## src/terminal_key_sequence_decoder_core_defines.svh

```systemverilog
// Shared assertion macros. Modules using them need clk and rst in scope.
`ifndef TERMINAL_KEY_SEQUENCE_DECODER_CORE_DEFINES_SVH
`define TERMINAL_KEY_SEQUENCE_DECODER_CORE_DEFINES_SVH

// Condition holds at every edge outside reset.
`define TKSD_ASSERT_ALWAYS(label, cond) \
  label: assert property (@(posedge clk) disable iff (rst) (cond)) \
    else $error("tksd: invariant violated");

// Antecedent at one edge implies consequent at the next edge.
`define TKSD_ASSERT_NEXT(label, ante, cons) \
  label: assert property (@(posedge clk) disable iff (rst) (ante) |=> (cons)) \
    else $error("tksd: next-cycle check failed");

`endif

```

## src/tksd_pkg.sv

```systemverilog
package tksd_pkg;

  // event kinds
  localparam logic [1:0] KIND_KEY  = 2'd0;
  localparam logic [1:0] KIND_CHAR = 2'd1;
  localparam logic [1:0] KIND_UNK  = 2'd2;
  localparam logic [1:0] KIND_INC  = 2'd3;

  // key codes
  localparam logic [4:0] KEY_UP     = 5'd0;
  localparam logic [4:0] KEY_DOWN   = 5'd1;
  localparam logic [4:0] KEY_RIGHT  = 5'd2;
  localparam logic [4:0] KEY_LEFT   = 5'd3;
  localparam logic [4:0] KEY_HOME   = 5'd4;
  localparam logic [4:0] KEY_END    = 5'd5;
  localparam logic [4:0] KEY_INSERT = 5'd6;
  localparam logic [4:0] KEY_DELETE = 5'd7;
  localparam logic [4:0] KEY_PGUP   = 5'd8;
  localparam logic [4:0] KEY_PGDN   = 5'd9;
  localparam logic [4:0] KEY_F1     = 5'd10;
  localparam logic [4:0] KEY_TAB    = 5'd22;
  localparam logic [4:0] KEY_BKSP   = 5'd23;
  localparam logic [4:0] KEY_ENTER  = 5'd24;
  localparam logic [4:0] KEY_ESCAPE = 5'd25;
  localparam logic [4:0] KEY_NONE   = 5'd31;  // no mapping

  // byte values
  localparam logic [7:0] BYTE_ESC   = 8'h1b;
  localparam logic [7:0] BYTE_TAB   = 8'h09;
  localparam logic [7:0] BYTE_DEL   = 8'h7f;
  localparam logic [7:0] BYTE_CR    = 8'h0d;
  localparam logic [7:0] BYTE_LBR   = 8'h5b;
  localparam logic [7:0] BYTE_SS3   = 8'h4f;
  localparam logic [7:0] BYTE_TILDE = 8'h7e;
  localparam logic [7:0] BYTE_SEMI  = 8'h3b;

  localparam logic [2:0] MOD_NONE = 3'd0;
  localparam logic [2:0] MOD_CTRL = 3'd4;

  localparam int TKSD_QUEUE_DEPTH = 4;

  // one classified input beat
  typedef struct packed {
    logic       last;
    logic       is_esc;
    logic       is_lbr;
    logic       is_ss3;
    logic       is_tilde;
    logic       is_semi;
    logic       is_digit;
    logic       is_letter;
    logic [3:0] digit;
    logic [4:0] letter_code;
    logic [1:0] bkind;   // event if seen in begin state
    logic [4:0] bkey;
    logic [7:0] bchar;
    logic [2:0] bmod;
  } tksd_cls_t;

endpackage

```

## src/tksd_front.sv

```systemverilog
module tksd_front
  import tksd_pkg::*;
(
  input  logic [7:0] in_byte,
  input  logic       last_in_read,
  output tksd_cls_t  cls
);

  function automatic logic [4:0] code_by_letter(input logic [7:0] c);
    case (c)
      8'h41:   code_by_letter = KEY_UP;
      8'h42:   code_by_letter = KEY_DOWN;
      8'h43:   code_by_letter = KEY_RIGHT;
      8'h44:   code_by_letter = KEY_LEFT;
      8'h48:   code_by_letter = KEY_HOME;
      8'h46:   code_by_letter = KEY_END;
      8'h50:   code_by_letter = KEY_F1;
      8'h51:   code_by_letter = KEY_F1 + 5'd1;
      8'h52:   code_by_letter = KEY_F1 + 5'd2;
      8'h53:   code_by_letter = KEY_F1 + 5'd3;
      default: code_by_letter = KEY_NONE;
    endcase
  endfunction

  logic [7:0] ctrl_ch;

  always_comb begin
    cls.last        = last_in_read;
    cls.is_esc      = (in_byte == BYTE_ESC);
    cls.is_lbr      = (in_byte == BYTE_LBR);
    cls.is_ss3      = (in_byte == BYTE_SS3);
    cls.is_tilde    = (in_byte == BYTE_TILDE);
    cls.is_semi     = (in_byte == BYTE_SEMI);
    cls.is_digit    = (in_byte >= 8'h30) && (in_byte <= 8'h39);
    cls.is_letter   = ((in_byte >= 8'h41) && (in_byte <= 8'h5a)) ||
                      ((in_byte >= 8'h61) && (in_byte <= 8'h7a));
    cls.digit       = in_byte[3:0];
    cls.letter_code = code_by_letter(in_byte);

    // ctrl-letter: fold into lower case
    ctrl_ch = in_byte | 8'h40;
    if ((ctrl_ch >= 8'h41) && (ctrl_ch <= 8'h5a)) begin
      ctrl_ch = ctrl_ch + 8'h20;
    end

    cls.bkey  = KEY_UP;
    cls.bchar = 8'h00;
    cls.bmod  = MOD_NONE;
    if (in_byte == BYTE_TAB) begin
      cls.bkind = KIND_KEY;
      cls.bkey  = KEY_TAB;
    end else if (in_byte == BYTE_DEL) begin
      cls.bkind = KIND_KEY;
      cls.bkey  = KEY_BKSP;
    end else if (in_byte == BYTE_CR) begin
      cls.bkind = KIND_KEY;
      cls.bkey  = KEY_ENTER;
    end else if ((in_byte <= 8'h1f) && (in_byte != 8'h00)) begin
      cls.bkind = KIND_CHAR;
      cls.bchar = ctrl_ch;
      cls.bmod  = MOD_CTRL;
    end else begin
      cls.bkind = KIND_CHAR;
      cls.bchar = in_byte;
    end
  end

endmodule

```

## src/tksd_queue.sv

```systemverilog
`include "terminal_key_sequence_decoder_core_defines.svh"

module tksd_queue
  import tksd_pkg::*;
#(
  parameter int DEPTH = TKSD_QUEUE_DEPTH
) (
  input  logic      clk,
  input  logic      rst,
  input  logic      wr,
  input  tksd_cls_t wr_data,
  output logic      full,
  input  logic      rd,
  output tksd_cls_t rd_data,
  output logic      empty
);

  localparam int AW = (DEPTH > 1) ? $clog2(DEPTH) : 1;
  localparam int CW = $clog2(DEPTH + 1);

  tksd_cls_t     mem [DEPTH];
  logic [AW-1:0] wptr;
  logic [AW-1:0] rptr;
  logic [CW-1:0] count;
  logic          do_wr;
  logic          do_rd;

  assign full    = (count == CW'(DEPTH));
  assign empty   = (count == '0);
  assign do_wr   = wr && !full;
  assign do_rd   = rd && !empty;
  assign rd_data = mem[rptr];

  always_ff @(posedge clk) begin
    if (do_wr) begin
      mem[wptr] <= wr_data;
    end
  end

  always_ff @(posedge clk) begin
    if (rst) begin
      wptr  <= '0;
      rptr  <= '0;
      count <= '0;
    end else begin
      if (do_wr) begin
        wptr <= (wptr == AW'(DEPTH - 1)) ? '0 : wptr + AW'(1);
      end
      if (do_rd) begin
        rptr <= (rptr == AW'(DEPTH - 1)) ? '0 : rptr + AW'(1);
      end
      if (do_wr && !do_rd) begin
        count <= count + CW'(1);
      end else if (do_rd && !do_wr) begin
        count <= count - CW'(1);
      end
    end
  end

  `TKSD_ASSERT_ALWAYS(a_count_bound, count <= CW'(DEPTH))
  `TKSD_ASSERT_NEXT(a_count_up, do_wr && !do_rd, count == $past(count) + CW'(1))
  `TKSD_ASSERT_NEXT(a_count_dn, do_rd && !do_wr, count == $past(count) - CW'(1))

endmodule

```

## src/tksd_back.sv

```systemverilog
`include "terminal_key_sequence_decoder_core_defines.svh"

module tksd_back
  import tksd_pkg::*;
(
  input  logic       clk,
  input  logic       rst,
  input  tksd_cls_t  item,
  input  logic       q_empty,
  output logic       q_pop,
  output logic       empty,
  input  logic       pop,
  output logic [1:0] event_kind,
  output logic [4:0] key_code,
  output logic [7:0] char_value,
  output logic [2:0] modifier_mask
);

  typedef enum logic [2:0] {
    ST_BEGIN,
    ST_ESC,
    ST_CSI,
    ST_SS3,
    ST_MOD
  } state_t;

  function automatic logic [4:0] code_by_number(input logic [7:0] n);
    case (n)
      8'd2:    code_by_number = KEY_INSERT;
      8'd3:    code_by_number = KEY_DELETE;
      8'd5:    code_by_number = KEY_PGUP;
      8'd6:    code_by_number = KEY_PGDN;
      8'd15:   code_by_number = KEY_F1 + 5'd4;
      8'd17:   code_by_number = KEY_F1 + 5'd5;
      8'd18:   code_by_number = KEY_F1 + 5'd6;
      8'd19:   code_by_number = KEY_F1 + 5'd7;
      8'd20:   code_by_number = KEY_F1 + 5'd8;
      8'd21:   code_by_number = KEY_F1 + 5'd9;
      8'd23:   code_by_number = KEY_F1 + 5'd10;
      8'd24:   code_by_number = KEY_F1 + 5'd11;
      default: code_by_number = KEY_NONE;
    endcase
  endfunction

  state_t     state;
  state_t     state_next;
  logic [7:0] accum;
  logic [7:0] accum_next;
  logic [3:0] mdig;
  logic [3:0] mdig_next;
  logic       out_valid;

  logic        take;
  logic        emit;
  logic [1:0]  ev_kind;
  logic [4:0]  ev_key;
  logic [7:0]  ev_char;
  logic [2:0]  ev_mod;
  logic [2:0]  mask;
  logic [4:0]  code;
  logic [11:0] acc_sum;

  assign take  = !q_empty && (!out_valid || pop);
  assign q_pop = take;
  assign empty = !out_valid;

  assign mask    = ((mdig >= 4'd2) && (mdig <= 4'd8)) ? 3'(mdig - 4'd1) : MOD_NONE;
  assign acc_sum = ({4'd0, accum} << 3) + ({4'd0, accum} << 1) + {8'd0, item.digit};
  assign code    = item.is_tilde ? code_by_number(accum) : item.letter_code;

  always_comb begin
    state_next = state;
    accum_next = accum;
    mdig_next  = mdig;
    emit       = 1'b0;
    ev_kind    = KIND_KEY;
    ev_key     = KEY_UP;
    ev_char    = 8'h00;
    ev_mod     = MOD_NONE;

    case (state)
      ST_ESC: begin
        if (item.is_lbr) begin
          state_next = ST_CSI;
        end else if (item.is_ss3) begin
          state_next = ST_SS3;
        end
      end
      ST_CSI: begin
        if (item.is_tilde || item.is_letter) begin
          emit       = 1'b1;
          state_next = ST_BEGIN;
        end else if (item.is_semi) begin
          state_next = ST_MOD;
        end else if (item.is_digit) begin
          accum_next = (acc_sum > 12'd255) ? 8'hff : acc_sum[7:0];
        end
      end
      ST_SS3: begin
        emit       = 1'b1;
        state_next = ST_BEGIN;
      end
      ST_MOD: begin
        if (item.is_digit) begin
          mdig_next  = item.digit;
          state_next = ST_CSI;
        end
      end
      default: begin
        state_next = ST_BEGIN;
        accum_next = '0;
        mdig_next  = '0;
        if (item.is_esc) begin
          state_next = ST_ESC;
        end else begin
          emit    = 1'b1;
          ev_kind = item.bkind;
          ev_key  = item.bkey;
          ev_char = item.bchar;
          ev_mod  = item.bmod;
        end
      end
    endcase

    // key lookup result for csi / ss3 terminators
    if (emit && ((state == ST_CSI) || (state == ST_SS3))) begin
      ev_mod = mask;
      if (code == KEY_NONE) begin
        ev_kind = KIND_UNK;
      end else begin
        ev_key = code;
      end
    end

    // end of read burst flushes the parser
    if (item.last) begin
      if (state_next == ST_ESC) begin
        emit    = 1'b1;
        ev_kind = KIND_KEY;
        ev_key  = KEY_ESCAPE;
        ev_char = 8'h00;
        ev_mod  = MOD_NONE;
      end else if (state_next != ST_BEGIN) begin
        emit    = 1'b1;
        ev_kind = KIND_INC;
        ev_key  = KEY_UP;
        ev_char = 8'h00;
        ev_mod  = MOD_NONE;
      end
      state_next = ST_BEGIN;
      accum_next = '0;
      mdig_next  = '0;
    end
  end

  always_ff @(posedge clk) begin
    if (rst) begin
      state     <= ST_BEGIN;
      accum     <= '0;
      mdig      <= '0;
      out_valid <= 1'b0;
    end else begin
      if (take) begin
        state <= state_next;
        accum <= accum_next;
        mdig  <= mdig_next;
        if (emit) begin
          event_kind    <= ev_kind;
          key_code      <= ev_key;
          char_value    <= ev_char;
          modifier_mask <= ev_mod;
        end
      end
      if (take && emit) begin
        out_valid <= 1'b1;
      end else if (pop) begin
        out_valid <= 1'b0;
      end
    end
  end

  `TKSD_ASSERT_NEXT(a_burst_end, take && item.last, state == ST_BEGIN && accum == 8'd0)

endmodule

```

## src/terminal_key_sequence_decoder_core.sv

```systemverilog
// A pushed byte is written into the queue, then taken by the parser into the result register (empty low).
// Throughput: one byte per cycle while the result register is free or being popped, set by the parser update.
// Bytes that end no key make no result beat, unless they end a read burst mid-sequence.
// Reset (rst, synchronous, active high): queue emptied, parser back to its begin
// state with number and modifier cleared, result register empty; no clearing pass.
module terminal_key_sequence_decoder_core
  import tksd_pkg::*;
#(
  parameter int QUEUE_DEPTH = TKSD_QUEUE_DEPTH
) (
  input  logic       clk,
  input  logic       rst,
  // input side: queue-style write
  input  logic       push,
  output logic       full,
  input  logic [7:0] in_byte,
  input  logic       last_in_read,
  // result side: queue-style read
  output logic       empty,
  input  logic       pop,
  output logic [1:0] event_kind,
  output logic [4:0] key_code,
  output logic [7:0] char_value,
  output logic [2:0] modifier_mask
);

  // Front end: stateless byte classifier. Works out every property of the
  // byte the parser may need, plus the event the byte gives in begin state.
  tksd_cls_t cls_in;
  tksd_cls_t cls_out;
  logic      q_empty;
  logic      q_pop;

  tksd_front u_front (
    .in_byte      (in_byte),
    .last_in_read (last_in_read),
    .cls          (cls_in)
  );

  // Short queue between the classifier and the parser; full is the
  // input-side backpressure, so a stalled result blocks accepting only
  // once the queue has filled.
  tksd_queue #(
    .DEPTH (QUEUE_DEPTH)
  ) u_queue (
    .clk     (clk),
    .rst     (rst),
    .wr      (push),
    .wr_data (cls_in),
    .full    (full),
    .rd      (q_pop),
    .rd_data (cls_out),
    .empty   (q_empty)
  );

  // Back end: escape-sequence state machine with the number accumulator and
  // modifier digit, and the result register. It pulls a beat whenever the
  // result register is free or is being popped in the same cycle.
  tksd_back u_back (
    .clk           (clk),
    .rst           (rst),
    .item          (cls_out),
    .q_empty       (q_empty),
    .q_pop         (q_pop),
    .empty         (empty),
    .pop           (pop),
    .event_kind    (event_kind),
    .key_code      (key_code),
    .char_value    (char_value),
    .modifier_mask (modifier_mask)
  );

endmodule
```

## config.mk

```make
export PLATFORM = sky130hd
export DESIGN_NAME = terminal_key_sequence_decoder_core
export DESIGN_NICKNAME = d
export VERILOG_FILES = /design/src/tksd_pkg.sv /design/src/tksd_front.sv /design/src/tksd_queue.sv /design/src/tksd_back.sv /design/src/terminal_key_sequence_decoder_core.sv
export VERILOG_INCLUDE_DIRS = /design/src /design/src/src
export SDC_FILE = /design/constraint.sdc
export NUM_CORES = 1
export LEC_CHECK = 0
export BUFFER_PORTS_ARGS = -buffer_cell sky130_fd_sc_hd__buf_2
export CORE_AREA = 2 2 110 155
export CTS_CLUSTER_DIAMETER = 100
export DETAILED_ROUTE_END_ITERATION = 16
export DIE_AREA = 0 0 112 157
export HOLD_SLACK_MARGIN = 0.06
export PLACE_DENSITY = 0.76
export SLEW_MARGIN = 20
export SYNTH_ARGS = -nofsm -noshare
export SYNTH_HDL_FRONTEND = slang
export SYNTH_SLANG_ARGS = --single-unit
```

## constraint.sdc

```tcl
create_clock -name clk -period 16.8 [get_ports clk]
set_input_delay 3.36 -clock clk [delete_from_list [all_inputs] [get_ports clk]]
set_output_delay 3.36 -clock clk [all_outputs]
set_load 0.03 [all_outputs]
```

==> summary.txt, run 1 <==
Clocking
  • CTS Root Cell: clkbuf_16
  • Sink Count: 172
  • Clk pin slew, worst setup/hold paths: 70 ps
  • Clock Latency Late Sink: 430 ps
  • CTS resizes: 0
  • H-Tree Depth: 4
  • Clk buf depth: 2
  • Post-CTS Setup Repair Bufs: 0
  • CTS tree: done
  • Hold buffer count at cts: 0
  • Number of CTS-inserted buffers: 17

Global route
  • First-pass GRT wire length: 26200 um
  • Vias in the first global route: 4998
  • Remaining global-route overflow: 0
  • Largest net degree at the start of global routing: 32
  • Initial antenna violation count: 0
  • GRT Total Usage: 0.194

Yosys
  • Synth Register Bits: 172
  • Yosys cell types: 66
  • Post-synth EDFFs: 142
  • Synthesized net count: 633
  • FFs w/ async S/R, synth: 0
  • Post-synthesis sequential area ratio: 0.613
  • Cell count after synthesis: 586
  • Most used DFF post-synth: edfxtp_1
  • Mapped Avg Cell Area: 13.5 sq um
  • YS warnings: 0
  • Post-synthesis cell area: 7940 sq um

Worst setup path
  • Cells along the critical path: buf_2 -> nor2b_1 -> nor2_1 -> o221ai_1 -> or3_1 -> o21ai_0 -> ha_1 -> and3_1 -> nor4_1 -> and3b_1
  • Crit path max fanout: 13
  • Startpoint class of the critical path: input port
  • Worst Setup End Kind: flip-flop
  • Worst path required time: 17120 ps
  • CP bufs+invs: 1
  • Slowest CP cell: o21ai_0
  • CP top delay family: simple AND/OR/NAND/NOR gates
  • Crit path largest cell delay: 730 ps
  • Crit path DAT: 6370 ps
  • Critical path class: in -> reg

STA
  • Max Fclk: 0.166 GHz
  • Max Transition Viols Final: 0
  • Slew headroom: 0.326
  • Slew @ Worst Pin: 1000 ps
  • Fin Hold WS: 486 ps
  • Final worst path period share: 0.360
  • Final setup fails: 0
  • Final min period: 6040 ps
  • Final clock skew: 11.0 ps
  • Setup TNS: 0 ps
  • Final Hold Fails: 0
  • RSZ-0062 raised after global routing: no

Routing
  • Starting DRT DRC Count: 455
  • DR vias/cell: 6.02
  • Residual DRC: 0
  • Total Wirelength: 16300 um
  • Via Count: 5006
  • Wire length per cell: 19.6 um
  • First-pass iteration count of the detailed router: 5
  • Antenna violation net count after detailed routing: 0

Floorplan
  • Initial Util: 0.493
  • Row count: 55
  • Core footprint: 16100 sq um
  • Die H: 157 um
  • Die area: 17600 sq um
  • Ports: 33
  • Die width: 112 um

Finish
  • Layout cells sized above 1: 0.190
  • Non-filler cells, final: 831
  • N_diodes: 0
  • Fin nets: 666
  • P&R area growth vs syn: 12.0%
  • Fillers: 1298

Pwr
  • Switch Pwr: 0.000420 W
  • Lkg Pwr: 3.10 nW
  • PwrDens: 146 nW/um^2
  • P_int: 0.000877 W
  • Clk pwr share: 0.295
  • Combinational fraction of design power: 0.284
  • Worst VDD drop: 0.000106 V
  • Switching share of power: 0.324
  • Reg power frac: 0.420

Placed design
  • Port-buffer cells: 32
  • Hpwl dp: 11200 um
  • Dpl cells: 799
  • GP Congestion: 0.916

Status
  • Status: completed

Hold path
  • Hold crit path type: reg -> reg

Job
  • Maxcap violations: 0
Yosys cell counts (all sizes together), types with 8 or more instances:
master  instances  area [sq um]
clkbuf         19          71.3
dfxtp          30           601
ha             31           388
nor2           56           210
inv            21          78.8
edfxtp        142          4260
or3             9          56.3
nand2          34           128
o21ai          23           115
mux4           31           698
nand3           8          40.0
and2           18           113
nand2b          9          56.3
a21oi          39           210
nor3           13          70.1
final timing paths:
path                    from        end  slack [ps]  cells after the start
max                      pop  flip-flop       10760                     10
min          u_queue.rptr[1]  flip-flop         490                      2
max reg2reg        flip-flop  flip-flop       11200                     14
min reg2reg  u_queue.rptr[1]  flip-flop         490                      2
tightest hold or removal path: cells and delay by family (launching register included):
family / cells / cell delay, ps
AOI/OAI and AO/OA: 1 / 70
DFF: 1 / 320
and+or+nand+nor: 1 / 60
per-layer routing:
metal  track usage  vias up  wire length [um]
met5             0        -                 0
met4        0.0825        0               442
met3        0.0370       38               667
met2         0.347      183              8650
met1         0.231     2483              6570
li1              -     2302                 -
sequential cells by signal, indices dropped and copies added, names as in the netlist, named ones only:
| signal | count |
|---|---|
| u_queue.mem | 124 |
| u_back.accum | 8 |
| u_back.char_value | 8 |
| u_back.key_code | 5 |
| u_back.mdig | 4 |
| u_back.modifier_mask | 3 |
| u_back.state | 3 |
| u_queue.count | 3 |
| u_back.event_kind | 2 |
| u_queue.rptr | 2 |
| u_queue.wptr | 2 |
| u_back.out_valid | 1 |
metrics by stage:
| stage | setup WS [ps] | area (sq um) | total power, W | utilization |
|---|---|---|---|---|
| 2_1_floorplan | 11180 | 7940 | 0.000828 | - |
| 3_3_place_gp | 10580 | 8300 | 0.000911 | 0.516 |
| 3_5_place_dp | 10400 | 8300 | 0.000925 | 0.516 |
| 4_1_cts | 10860 | 8880 | 0.00131 | 0.552 |
| 5_1_grt | 10540 | 8880 | 0.00136 | 0.552 |
| 6_report | 10760 | 8880 | 0.00130 | 0.552 |
power groups by stage:
stage | registers [W] | clock network [W] | logic, W
CTS | 0.000546 | 0.000389 | 0.000372
global route | 0.000550 | 0.000407 | 0.000403
global placement | 0.000551 | 0 | 0.000360
finish | 0.000545 | 0.000383 | 0.000369
floorplan | 0.000581 | 0 | 0.000246
detailed placement | 0.000554 | 0 | 0.000370
cell type report:
class	count	area, sq um	area share
sequential	172	4870	0.548
timing repair buffer	39	213	0.0239
clock inverter	15	151	0.0170
tap	199	249	0.0280
inverter	22	83.8	0.00944
multi-input combinational	367	2900	0.326
clock buffer	17	425	0.0479
layout by cell type (no fill, tap or decap), types with 4 or more instances in the layout:
master	n
buf_2	32
o21ai_0	21
inv_1	20
a21o_1	5
nor2b_1	6
o22ai_1	5
clkbuf_16	17
xor2_1	5
inv_8	4
a211oi_1	5
nor3_1	12
mux2i_1	4
nand2_1	34
mux4_2	31
nand2b_1	9
buf_4	7
edfxtp_1	142
and2_1	18
a21oi_1	36
nand3_1	8
nor4_1	6
or3_1	9
ha_1	31
or2_2	4
nor2_1	56
dfxtp_1	29
inv_6	5
cell families (layout without fill, tap and decap cells):
family,Yosys count,in the layout,synth area share
buf+inv,47,93,0.0232
xor+xnor,8,8,0.00883
flops,172,172,0.613
compound gates,110,110,0.0902
simple gates,179,179,0.114
mux,36,36,0.0944
fa+ha+maj,34,34,0.0564
(Power assumes the default switching activity.)
==> run 2: changes to the inputs <==
ABC_AREA = 1   (was default)
CORE_AREA = 2 2 112 157   (was 2 2 110 155)
DIE_AREA = 0 0 114 159   (was 0 0 112 157)
PLACE_DENSITY = 0.78   (was 0.76)
clock period = 5.5 ns   (was 16.8 ns; I/O delays follow)
==> run 2 against run 1 <==
  * Register-to-register slack got worse by 10000 ps
  * Die area increased by 3.1%
  * Final cell count increased by 26%
  * Sequential share of layout area decreased by 1.8 points
  * Clock power increased to 3.3 times the previous value
  * Sequential power increased to 3.2 times the previous value
  * Synthesized cell count increased by 36%
  * Critical path depth increased by 11
  * First-iteration DRC count increased by 15%
  * Sequential cell count unchanged
  * Global-route usage increased by 0.15 points
  * Critical path type is now reg -> reg
  * Largest cell class unchanged
==> summary.txt, run 2 <==
Clocking
  • Number of CTS-inserted buffers: 17 (unchanged)
  • Clock Latency Late Sink: 440 ps (about the same)
  • Clk buf depth: 2 (unchanged)
  • Sink Count: 172 (unchanged)
  • CTS resizes: 0 (unchanged)
  • CTS tree: done
  • Post-CTS Setup Repair Bufs: 0 (unchanged)
  • Hold buffer count at cts: 0 (unchanged)
  • Clk pin slew, worst setup/hold paths: 80 ps (about the same)
  • H-Tree Depth: 4 (unchanged)
  • CTS Root Cell: clkbuf_16

Worst setup path
  • Startpoint class of the critical path: flip-flop
  • Reg2Reg Depth: 21 (+7)
  • Crit path DAT: 4710 ps (-1660 ps)
  • Worst path required time: 5820 ps (-11300 ps)
  • Worst Setup End Kind: flip-flop
  • R2r setup slk: 1110 ps (-10090 ps)
  • Critical path class: reg -> reg
  • Crit path max fanout: 62 (+49)

Global route
  • Initial antenna violation count: 0 (unchanged)
  • Remaining global-route overflow: 0 (unchanged)
  • GRT Total Usage: 0.196 (+0.00147)
  • First-pass GRT wire length: 27500 um (+4.9%)
  • Vias in the first global route: 5647 (+13%)
  • Largest net degree at the start of global routing: 63 (+97%)

Floorplan
  • Die H: 159 um (+1.3%)
  • Initial Util: 0.492 (-0.00118)
  • Core footprint: 16700 sq um (+3.6%)
  • Die width: 114 um (+1.8%)
  • Ports: 33 (unchanged)
  • Die area: 18100 sq um (+3.1%)
  • Row count: 56 (+1.8%)

Routing
  • Residual DRC: 0 (unchanged)
  • Total Wirelength: 17200 um (+5.1%)
  • Via Count: 5825 (+16%)
  • First-pass iteration count of the detailed router: 5 (unchanged)
  • Antenna violation net count after detailed routing: 0 (unchanged)
  • Wire length per cell: 16.4 um (-17%)
  • DR vias/cell: 5.55 (-7.8%)
  • Starting DRT DRC Count: 521 (+15%)

Yosys
  • Most used DFF post-synth: edfxtp_1
  • Post-synthesis cell area: 8200 sq um (+3.3%)
  • Synth top cells by count: nand2_1 (146), edfxtp_1 (142), nor2_1 (95)
  • Cell count after synthesis: 797 (+36%)
  • FFs w/ async S/R, synth: 0 (unchanged)
  • Synthesized net count: 844 (+33%)
  • YS warnings: 0 (unchanged)
  • Yosys cell types: 55 (-17%)
  • Synth top area share: 0.520 (-0.0172)
  • Dominant cells by area after synthesis: edfxtp_1 (52%), dfxtp_1 (7.3%), nand2_1 (6.7%)
  • Mapped Avg Cell Area: 10.3 sq um (-24%)
  • Count leader, synth: nand2_1
  • Synth Register Bits: 172 (unchanged)
  • Post-synth EDFFs: 142 (unchanged)
  • Area leader, netlist: edfxtp_1
  • Post-synthesis sequential area ratio: 0.593 (-0.0196)

STA
  • Final worst path period share: 0.799
  • RSZ-0062 raised after global routing: no
  • Final setup fails: 0 (unchanged)
  • Final min period: 4390 ps
  • Slew headroom: 0.362 (+0.0359)
  • Fin Hold WS: 499 ps (+12.3 ps)
  • Final clock skew: 12.4 ps (+1.46 ps)
  • Max Fclk: 0.228 GHz
  • Setup TNS: 0 ps (unchanged)
  • Final Hold Fails: 0 (unchanged)
  • Slew @ Worst Pin: 948 ps (-53.4 ps)
  • Max Transition Viols Final: 0 (unchanged)

Placed design
  • GP Congestion: 0.879 (-4.1%)
  • Hpwl dp: 11400 um (+2.1%)
  • Port-buffer cells: 32 (unchanged)

Hold path
  • Hold endpoint: u_back.mdig[3]
  • HP Start: u_back.mdig[3]
  • Hold Path Stages: 2 (unchanged)
  • Hold crit path type: reg -> reg

Finish
  • P&R area growth vs syn: 12.1%
  • Layout cells sized above 1: 0.142 (-0.0480)
  • Fin nets: 880 (+32%)
  • N_diodes: 0 (unchanged)
  • Most common cell after layout, fill and taps aside: nand2_1
  • Top Registers: u_queue.mem (124), u_back.accum (8), u_back.char_value (8)
  • Biggest register: u_queue.mem
  • Most frequent cells in the layout: nand2_1 (146), edfxtp_1 (142), nor2_1 (91)
  • Largest register FFs: 124 (unchanged)
  • Fillers: 1363 (+5.0%)

Pwr
  • Switch Pwr: 0.00170 W (+300%)
  • PwrDens: 475 nW/um^2 (+230%)
  • Reg power frac: 0.396 (-0.024)
  • Lkg Pwr: 3.64 nW (+17%)
  • Combinational fraction of design power: 0.316 (+0.032)
  • Worst VDD drop: 0.000239 V (+130%)
  • Switching share of power: 0.389 (+0.0647)
  • P_int: 0.00267 W (+200%)
  • Clk pwr share: 0.287 (-0.008)

Status
  • Status: completed

Job
  • Maxcap violations: 0 (unchanged)
run 2: cell type report:
type | count | area, sq um | area share
Timing Repair Buffer | 39 | 213 | 0.0231
Inverter | 84 | 323 | 0.0351
Tap cell | 203 | 254 | 0.0276
Sequential cell | 172 | 4870 | 0.530
Clock buffer | 17 | 425 | 0.0463
Clock inverter | 15 | 223 | 0.0242
Multi-Input combinational cell | 519 | 2890 | 0.314
run 2: worst max path at each step:
stage | from | endpoint | slack (ps) | depth (start not counted)
final | flip-flop | flip-flop | 1110 | 21
after global routing | flip-flop | flip-flop | 790 | 21
after CTS | flip-flop | flip-flop | 1120 | 21
after detailed placement | flip-flop | flip-flop | 1210 | 21
after global placement | flip-flop | flip-flop | 1330 | 21
after floorplan | flip-flop | flip-flop | 1510 | 26
run 2: stage by stage:
stage	std cells	util	cell area [sq um]	total power, W	worst slack, ps
detailed placement	1017	0.512	8540	0.00312	1210
global route	1049	0.551	9190	0.00459	788
finish	1049	0.551	9190	0.00437	1110
floorplan	797	-	8200	0.00278	1510
global placement	1017	0.512	8540	0.00309	1330
CTS	1049	0.551	9190	0.00437	1120
run 2: power groups by stage:
stage,combinational [W],clock [W],sequential (W)
2_1_floorplan,0.000950,0,0.00183
3_3_place_gp,0.00134,0,0.00175
3_5_place_dp,0.00136,0,0.00176
4_1_cts,0.00138,0.00126,0.00173
5_1_grt,0.00152,0.00132,0.00175
6_report,0.00138,0.00125,0.00173
run 2: per-layer routing:
layer | share of wire | vias to the layer above | global-route usage
li1 | - | 2838 | -
met1 | 0.40 | 2804 | 0.224
met2 | 0.54 | 150 | 0.347
met3 | 0.036 | 33 | 0.0419
met4 | 0.028 | 0 | 0.0892
met5 | 0 | - | 0
run 2: cell families after synthesis:
logic type | Yosys count | synth area share
xor gates and xnor gates | 5 | 0.00534
DFF | 172 | 0.593
and+or+nand+nor | 315 | 0.168
adders and majority gates | 34 | 0.0546
buffers and inverters | 106 | 0.0559
AOI/OAI and AO/OA | 165 | 0.123
run 2: worst max-delay path: stages (launching register included):
cell and delay (ps):
dfxtp_2 440, inv_4 480, o21ai_0 150, o22ai_1 230
fa_1 530, fa_1 490, nand2_1 80, nand2_1 100
nand3b_1 120, nand2_1 60, nand2_1 60, nand2_1 80
nor2_4 150, nand3b_1 90, nand2_1 60, nand2_1 60
nand2_1 120, inv_1 140, ha_1 320, nand3b_2 240
o21ai_1 170, nand2_1 80
